$ cat src/fth_pkg.sv
// Package with the shared types, constants and hash step functions of the flow tuple hash.
`default_nettype none
package fth_pkg;

  // The bucket count must be a power of two, so that reductions are masks.
  localparam int unsigned HashBuckets = 256;
  localparam logic [31:0] BucketMask  = 32'(HashBuckets - 1);

  localparam logic [31:0] PjwTopMask   = 32'hf000_0000;
  localparam int unsigned PjwFoldShift = 24;
  localparam int unsigned PjwStepShift = 4;

  localparam logic [7:0] ProtoTcp = 8'd6;
  localparam logic [7:0] ProtoUdp = 8'd17;

  // Work in flight between the hash stages. Each endpoint keeps the two address
  // words still to be hashed; every mix stage consumes w0 and moves w1 down.
  typedef struct packed {
    logic        is_ipv6;
    logic [31:0] src_hash;
    logic [31:0] dst_hash;
    logic [63:0] src_w0;
    logic [63:0] src_w1;
    logic [63:0] dst_w0;
    logic [63:0] dst_w1;
  } stage_t;

  function automatic logic [31:0] pjw_step(input logic [31:0] h, input logic [7:0] b);
    logic [31:0] n;
    logic [31:0] g;
    n = (h << PjwStepShift) + {24'd0, b};
    g = n & PjwTopMask;
    n = n ^ (g >> PjwFoldShift);
    n = n ^ g;
    return n;
  endfunction

  // Hashes the six bytes of v, most significant first.
  function automatic logic [31:0] pjw_bytes6(input logic [31:0] h, input logic [47:0] v);
    logic [31:0] n;
    n = h;
    for (int i = 5; i >= 0; i--) begin
      n = pjw_step(n, v[8*i +: 8]);
    end
    return n;
  endfunction

  // Hashes the eight bytes of v, most significant first.
  function automatic logic [31:0] pjw_bytes8(input logic [31:0] h, input logic [63:0] v);
    logic [31:0] n;
    n = h;
    for (int i = 7; i >= 0; i--) begin
      n = pjw_step(n, v[8*i +: 8]);
    end
    return n;
  endfunction

endpackage
`default_nettype wire

$ cat src/fth_front.sv
// First hash stage: port masking, the port bytes and the first four tuple bytes.
`default_nettype none
module fth_front import fth_pkg::*; (
  input  wire logic         clk_i,
  input  wire logic         rst_ni,
  input  wire logic         valid_i,
  output logic              ready_o,
  input  wire logic         is_ipv6_i,
  input  wire logic [7:0]   protocol_i,
  input  wire logic [15:0]  src_port_i,
  input  wire logic [15:0]  dst_port_i,
  input  wire logic [63:0]  src_addr_hi_i,
  input  wire logic [63:0]  src_addr_lo_i,
  input  wire logic [63:0]  dst_addr_hi_i,
  input  wire logic [63:0]  dst_addr_lo_i,
  output logic              valid_o,
  input  wire logic         ready_i,
  output stage_t            data_o
);

  logic   valid_q;
  stage_t data_q, data_d;
  logic   ports_on;
  logic [15:0] sp, dp;
  logic [31:0] src_first, dst_first;

  assign ready_o = !valid_q || ready_i;

  always_comb begin
    ports_on = (protocol_i == ProtoTcp) || (protocol_i == ProtoUdp);
    sp = ports_on ? src_port_i : 16'd0;
    dp = ports_on ? dst_port_i : 16'd0;
    // An IPv6 endpoint carries four zero flowinfo bytes after the port.
    src_first = is_ipv6_i ? 32'd0 : src_addr_lo_i[31:0];
    dst_first = is_ipv6_i ? 32'd0 : dst_addr_lo_i[31:0];
    data_d.is_ipv6  = is_ipv6_i;
    data_d.src_hash = pjw_bytes6(32'd0, {sp, src_first});
    data_d.dst_hash = pjw_bytes6(32'd0, {dp, dst_first});
    data_d.src_w0   = src_addr_hi_i;
    data_d.src_w1   = src_addr_lo_i;
    data_d.dst_w0   = dst_addr_hi_i;
    data_d.dst_w1   = dst_addr_lo_i;
  end

  always_ff @(posedge clk_i or negedge rst_ni) begin
    if (!rst_ni) begin
      valid_q <= 1'b0;
    end else if (ready_o) begin
      valid_q <= valid_i;
    end
  end

  always_ff @(posedge clk_i) begin
    if (ready_o && valid_i) begin
      data_q <= data_d;
    end
  end

  assign valid_o = valid_q;
  assign data_o  = data_q;

endmodule
`default_nettype wire

$ cat src/fth_mix.sv
// Mix stage: hashes eight address bytes per endpoint for IPv6 tuples.
`default_nettype none
module fth_mix import fth_pkg::*; (
  input  wire logic   clk_i,
  input  wire logic   rst_ni,
  input  wire logic   valid_i,
  output logic        ready_o,
  input  wire stage_t data_i,
  output logic        valid_o,
  input  wire logic   ready_i,
  output stage_t      data_o
);

  logic   valid_q;
  stage_t data_q, data_d;

  assign ready_o = !valid_q || ready_i;

  always_comb begin
    data_d = data_i;
    // IPv4 hashes are complete after the first stage and pass through unchanged.
    if (data_i.is_ipv6) begin
      data_d.src_hash = pjw_bytes8(data_i.src_hash, data_i.src_w0);
      data_d.dst_hash = pjw_bytes8(data_i.dst_hash, data_i.dst_w0);
    end
    data_d.src_w0 = data_i.src_w1;
    data_d.dst_w0 = data_i.dst_w1;
  end

  always_ff @(posedge clk_i or negedge rst_ni) begin
    if (!rst_ni) begin
      valid_q <= 1'b0;
    end else if (ready_o) begin
      valid_q <= valid_i;
    end
  end

  always_ff @(posedge clk_i) begin
    if (ready_o && valid_i) begin
      data_q <= data_d;
    end
  end

  assign valid_o = valid_q;
  assign data_o  = data_q;

endmodule
`default_nettype wire

$ cat src/fth_reduce.sv
// Output stage: reduces both endpoint hashes to buckets and combines them.
`default_nettype none
module fth_reduce import fth_pkg::*; (
  input  wire logic        clk_i,
  input  wire logic        rst_ni,
  input  wire logic        valid_i,
  output logic             ready_o,
  input  wire stage_t      data_i,
  output logic             valid_o,
  input  wire logic        ready_i,
  output logic [7:0]       bucket_o
);

  logic        valid_q;
  logic [7:0]  bucket_q, bucket_d;
  logic [31:0] sum;

  assign ready_o = !valid_q || ready_i;

  always_comb begin
    // Both residues lie below the bucket count, so the sum cannot overflow.
    sum      = (data_i.src_hash & BucketMask) + (data_i.dst_hash & BucketMask);
    sum      = sum & BucketMask;
    bucket_d = sum[7:0];
  end

  always_ff @(posedge clk_i or negedge rst_ni) begin
    if (!rst_ni) begin
      valid_q <= 1'b0;
    end else if (ready_o) begin
      valid_q <= valid_i;
    end
  end

  always_ff @(posedge clk_i) begin
    if (ready_o && valid_i) begin
      bucket_q <= bucket_d;
    end
  end

  assign valid_o  = valid_q;
  assign bucket_o = bucket_q;

endmodule
`default_nettype wire

$ cat src/flow_tuple_bucket_hash_top.sv
// Throughput: one request per cycle unless the output stalls; the four register stages
// (front, two mix, reduce) each take a new request whenever they are empty or their
// successor takes one, and pass each request through in that order to m_axis.
// A stall at the output holds every full stage in place; nothing is dropped or repeated.
// Reset clears the stage valid bits at once; the data registers are not reset.
`default_nettype none
module flow_tuple_bucket_hash_top import fth_pkg::*; (
  input  wire logic         clk_i,
  input  wire logic         rst_ni,
  input  wire logic         s_axis_tvalid,
  output logic              s_axis_tready,
  // protocol[7:0], src_port[23:8], dst_port[39:24], src_addr_hi[103:40],
  // src_addr_lo[167:104], dst_addr_hi[231:168], dst_addr_lo[295:232]
  input  wire logic [295:0] s_axis_tdata,
  // is_ipv6[0]
  input  wire logic         s_axis_tuser,
  output logic              m_axis_tvalid,
  input  wire logic         m_axis_tready,
  // bucket[7:0]
  output logic [7:0]        m_axis_tdata
);

  logic   v1, v2, v3;
  logic   r2, r3, r4;
  stage_t d1, d2, d3;

  fth_front u_front (
    .clk_i         (clk_i),
    .rst_ni        (rst_ni),
    .valid_i       (s_axis_tvalid),
    .ready_o       (s_axis_tready),
    .is_ipv6_i     (s_axis_tuser),
    .protocol_i    (s_axis_tdata[7:0]),
    .src_port_i    (s_axis_tdata[23:8]),
    .dst_port_i    (s_axis_tdata[39:24]),
    .src_addr_hi_i (s_axis_tdata[103:40]),
    .src_addr_lo_i (s_axis_tdata[167:104]),
    .dst_addr_hi_i (s_axis_tdata[231:168]),
    .dst_addr_lo_i (s_axis_tdata[295:232]),
    .valid_o       (v1),
    .ready_i       (r2),
    .data_o        (d1)
  );

  fth_mix u_mix_hi (
    .clk_i   (clk_i),
    .rst_ni  (rst_ni),
    .valid_i (v1),
    .ready_o (r2),
    .data_i  (d1),
    .valid_o (v2),
    .ready_i (r3),
    .data_o  (d2)
  );

  fth_mix u_mix_lo (
    .clk_i   (clk_i),
    .rst_ni  (rst_ni),
    .valid_i (v2),
    .ready_o (r3),
    .data_i  (d2),
    .valid_o (v3),
    .ready_i (r4),
    .data_o  (d3)
  );

  fth_reduce u_reduce (
    .clk_i    (clk_i),
    .rst_ni   (rst_ni),
    .valid_i  (v3),
    .ready_o  (r4),
    .data_i   (d3),
    .valid_o  (m_axis_tvalid),
    .ready_i  (m_axis_tready),
    .bucket_o (m_axis_tdata)
  );

endmodule
`default_nettype wire

$ cat config.mk
export PLATFORM = sky130hd
export DESIGN_NAME = flow_tuple_bucket_hash_top
export DESIGN_NICKNAME = d
export VERILOG_FILES = /design/src/fth_pkg.sv /design/src/fth_front.sv /design/src/fth_mix.sv /design/src/fth_reduce.sv /design/src/flow_tuple_bucket_hash_top.sv
export SDC_FILE = /design/constraint.sdc
export NUM_CORES = 2
export LEC_CHECK = 0
export BUFFER_PORTS_ARGS = -buffer_cell sky130_fd_sc_hd__buf_4
export CAP_MARGIN = 10
export CORE_MARGIN = 1
export CORE_UTILIZATION = 46
export CTS_CLUSTER_DIAMETER = 50
export DETAILED_ROUTE_END_ITERATION = 10
export GPL_TIMING_DRIVEN = 1
export PLACE_DENSITY_LB_ADDON = 0.05
export SYNTH_ARGS = -nofsm -noshare
export SYNTH_HDL_FRONTEND = slang
export SYNTH_SLANG_ARGS = --single-unit
$ cat constraint.sdc
create_clock -name clk_i -period 10.8 [get_ports clk_i]
set_input_delay 0.54 -clock clk_i [delete_from_list [all_inputs] [get_ports clk_i]]
set_output_delay 0.54 -clock clk_i [all_outputs]
set_load 0.005 [all_outputs]
# After elaboration in Yosys (flattened, before gate mapping)
# Cells that the tools add are included.
[totals]
output_inout_bits = 10
input_bits = 301
register_bits = 534
elab_cells = 167
[op_classes]
n_reduce_logical = 13
eq_ne = 2
addsub = 43
bitwise = 84
n_mux = 6
[ops]
columns = ["cell", "n"]
rows = [
  ["$add 32x8->32", 40],
  ["$xor 28x1->28 const B", 38],
  ["$xor 28x8->28", 36],
  ["$xor 32x32->32", 3],
  ["$xor 32x8->32", 3],
  ["$mux 32", 2],
  ["$mux 60", 1],
  ["$xor 28x8->28 const B", 2],
  ["$mux 40", 1],
  ["$mux 16", 2],
  ["$add 12x8->13", 2],
  ["$add 8x8->8", 1],
  ["$eq 8x3->1 const B", 1],
  ["$eq 8x5->1 const B", 1],
  ["$xor 8x1->8 const B", 1],
  ["$xor 8x8->8", 1],
  ["$logic_or 1x1->1", 5],
  ["$logic_and 1x1->1", 4],
  ["$logic_not 1->1", 4],
]

# Longest topological paths before layout
[logic_depth]
depth_word = 25
ltp_mapped = 38
mapped_depth_nobuf = 30

# Modules after synthesis
# A second synthesis with hierarchy kept.
[hier_totals]
hier_cells = 6362
area_unflattened_um2 = 60919.7
[modules_own_cells]
columns = ["module", "n_inst", "cells_per_inst", "area_each_um2", "seq_area_each_um2"]
rows = [
  ["fth_mix (u_mix_hi)", 1, 2629, 23279.8, 5820.6],
  ["fth_mix (u_mix_lo)", 1, 2693, 22856.9, 5820.6],
  ["fth_front", 1, 986, 14167.3, 9424.0],
  ["fth_reduce", 1, 54, 615.6, 265.3],
]

# Worst setup path after synthesis
# No wires, ideal clock.
[synth_timing]
path_kind = "register to register"
startpoint = "reg u_front.data_q (netlist bit u_front.data_o[288])"
endpoint = "reg u_mix_hi.data_q (netlist bit u_mix_hi.data_o[312]) (data pin)"
stages_incl_launch_ff = 33
arrival_time_ns = 9.493
t_required_ns = 10.540
setup_ns = 0.260
path_buffers = 2
slack_ns = 1.047
period_less_slack_ns = 9.753
path_cell_list = "edfxtp_1 > ha_1 > inv_1 > fa_1 > nand2b_2 > a21o_1 > buf_4 > or4_1 > o211a_1 > buf_4 > o211ai_4 > nor4b_2 > xnor2_1 > nand4_1 > o41ai_2 > and3_1 > a21boi_1 > nand4_2 > mux2i_1 > nor4_1 > nand3_1 > o31a_1 > or4b_1 > nor4_2 > xor2_1 > or4_1 > o31a_1 > nor3_2 > o2111ai_1 > or4_4 > nand2b_1 > xnor2_1 > mux2_2"
[synth_rtl]
columns = ["item", "line", "text"]
rows = [
  ["start, declared", "fth_front.sv:22", "stage_t data_q, data_d;"],
  ["start signal, assigned", "fth_front.sv:55", "data_q <= data_d;"],
  ["end signal, assigned", "fth_mix.sv:40", "data_q <= data_d;"],
  ["end, declared", "fth_mix.sv:15", "stage_t data_q, data_d;"],
]

==> flow_summary.ini <==
[critical_path]
path_max_fanout = 15
critPathKind = register to register
cp-end-kind = register
arrival_ns = 10.73
reg2regPathDepth = 28
critPathLaunchType = register
slowest_delay_ns = 0.67
cpMaxStageDelayCell = or4_4
required_ns = 11.19

[power_and_ir_drop]
p_leak_nw = 22.6
ir_drop_mv = 0.148
cellPowerDensity_mw_per_mm2 = 186
power.total_mw = 11.5

[run_status]
outcome = completed

[logic_synthesis]
synth-compound-area-share_pct = 16.0
synth_area_leader_cell = edfxtp_1
ys_ff_latch = 526
mappedNetlistArea_sq_mm = 0.0511
ys_seq_area_share_pct = 30.9
synth_top_family_by_area = simple AND/OR/NAND/NOR gates
synth_adder_area_share_pct = 6.01
synth_warnings = 0
synth_xor_area_share_pct = 16.2
synth-simple-area-share_pct = 26.8
postSynthCellCount = 5538
ys_async_sr_fraction_pct = 0.760
synth_edf_count = 522
syn-mean-instance-area_sq_um = 9.23
synthDistinctLibCells = 150
synthTopCellsByCount = xnor2_1 (601), edfxtp_1 (522), nand2_1 (381)
yosysTopAreaCellShare_pct = 30.7
synth_ff_type = edfxtp_1
yosysMostFrequentCell = xnor2_1
synth_nets = 6057
muxShareOfSynthArea_pct = 1.84
synth_area_leaders = edfxtp_1 (31%), xnor2_1 (10%), xor2_1 (4.8%), ha_1 (4.3%), nand2_1 (2.8%)

[placed_design]
place_ws_ns = 0.284
dp_cells = 7647
detailed_place_hpwl_um = 142000
io_buffers = 310
place_area_sq_mm = 0.0581
gp_congestion = 0.977

[floorplanning]
start_util_pct = 46.7
die_w_um = 335
core_area_sq_mm = 0.109
ios = 311
num_rows = 121
die_h_um = 335
die_area_sq_mm = 0.112

[timing]
slew_headroom_pct = 25.4
clock-skew-final_ns = 0.0514
hold_viol = 0
worstMarginPinSlew_ns = 1.12
fin_tns_setup_ns = 0
min_period_ns = 10.34
setup_violations = 0
holdWs_ns = 0.0418
drv_slew = 0
max_freq_ghz = 0.0967
fin_ws_ns = 0.462
timing.final.crit_share_pct = 95.7

[clocking]
htreeDepth = 3
clkLatencyLatePin_ns = 0.69
cts-root-buf = clkbuf_16
cts_sinks = 526
cts_tree = built
clk_pin_slew_worst_paths_ns = 0.06
cts_inserted_buffers = 73
cts_buffer_depth = 3

[global_route]
grt.overflow.total = 0
grt_pass1_wl_um = 263000
first_global_vias = 44228
grt_start_max_net_pins = 136
grt_use_total_pct = 30.3
antenna_found_initial = 9

[route]
num_vias = 47204
ant_nets = 0
post_drt_wl_per_cell_um = 22.3
drt-total-wl_um = 175000
drt_iter0_markers = 4274
dr.pass1.iters = 6
drc_errors = 0
avgViaCountPerCell = 6.01

[cells_and_area]
final_core_util_pct = 56.4
area_growth_pct = 20.8
multiInputGateArea_sq_mm = 0.0344
nNetsFinal = 6846
final_cell_count_no_fill = 7860
nFillCells = 9987
ff_latch_area_sq_mm = 0.0158
final_area_sq_mm = 0.0617
drive_gt1_share_pct = 19.6

[run]
max-cap-violations = 0

[min_path]
whs_path_depth = 1
hold_path_class = input pin to register
[worst paths after layout]
path                                            from              endpoint  slack [ns]
worst max-delay path            u_mix_hi.data_o[289]  u_mix_lo.data_o[295]        0.46
worst max register to register  u_mix_hi.data_o[289]  u_mix_lo.data_o[295]        0.46
worst min register to register   u_front.data_o[131]  u_mix_hi.data_o[195]        0.39
worst min-delay path               s_axis_tdata[277]    u_front.data_o[45]        0.04
min in group asynchronous                     rst_ni       u_front.valid_o        0.19
max in group asynchronous                     rst_ni      u_mix_lo.valid_o       10.51
[cells by family (layout without fill, tap and decap cells)]
family,after synthesis,after routing
flops,526,526
fa+ha+maj,220,220
buf+inv,277,1121
mux,87,87
simple gates,2388,2388
xor+xnor,908,908
compound gates,1132,1132
other cells,0,2
[power by group]
group | internal [mW] | switching, mW | leakage [nW] | total (mW)
Clock | 1.49 | 1.02 | 1.21 | 2.51
Combinational | 2.50 | 3.73 | 16.3 | 6.23
Sequential | 2.54 | 0.187 | 5.12 | 2.73
[cell usage in the layout, fill, tap and decap left out, types with 60 or more instances in the layout]
| cell | n |
|---|---|
| or4_1 | 60 |
| and3_1 | 86 |
| or2_2 | 64 |
| a21oi_1 | 234 |
| nand3_1 | 241 |
| o21ai_0 | 140 |
| buf_4 | 794 |
| nand2b_1 | 66 |
| clkbuf_16 | 73 |
| ha_1 | 175 |
| dlygate4sd3_1 | 70 |
| xor2_1 | 280 |
| nor2b_1 | 163 |
| or3_1 | 71 |
| a21o_1 | 109 |
| nand2_1 | 381 |
| and2_1 | 101 |
| inv_1 | 124 |
| edfxtp_1 | 522 |
| a31oi_1 | 69 |
| xnor2_1 | 597 |
| nor2_1 | 364 |
| nor4_1 | 119 |
| nor3_1 | 214 |
| nand4_1 | 134 |
[what timing repair did]
item,4_1_cts,5_1_grt
hold buffers,70,0
endpoints found under the hold margin,73,0
setup buffers,0,11
endpoints found under the setup margin,0,46
resized for setup,0,47
[sequential cells by signal, indices dropped and copies added, names as in the netlist]
| signal | cells |
|---|---|
| u_front.valid_o | 1 |
| u_mix_hi.valid_o | 1 |
| u_mix_lo.valid_o | 1 |
| u_front.data_o | 313 |
| u_mix_hi.data_o | 185 |
| u_mix_lo.data_o | 16 |
| u_reduce.valid_o | 1 |
| u_reduce.bucket_o | 8 |
[cell type report]
type                            instances  area share [%]
Timing Repair Buffer                  865            10.8
Antenna cell                            2         0.00811
Sequential cell                       526            25.6
Clock inverter                         50            1.11
Clock buffer                           80            3.00
Tap cell                             1476            2.99
Inverter                              126           0.766
Multi-Input combinational cell       4735            55.8
[critical path: cells and delay by family, from the launching register on]
kind / cells / cell delay [ns]
compound gates: 10 / 3.29
flops: 1 / 0.40
simple gates: 12 / 4.75
mux: 1 / 0.23
xor+xnor: 4 / 1.07
fa+ha+maj: 1 / 0.30
[routing by layer]
layer | global-route usage [%] | vias up | part of all wire, %
met5 | 0 | - | 0.12
met4 | 9.14 | 8 | 3.1
met3 | 4.75 | 260 | 7.4
met2 | 46.8 | 1797 | 44
met1 | 43.2 | 22554 | 46
li1 | - | 22585 | -
Power figures use the tool's default switching activity.
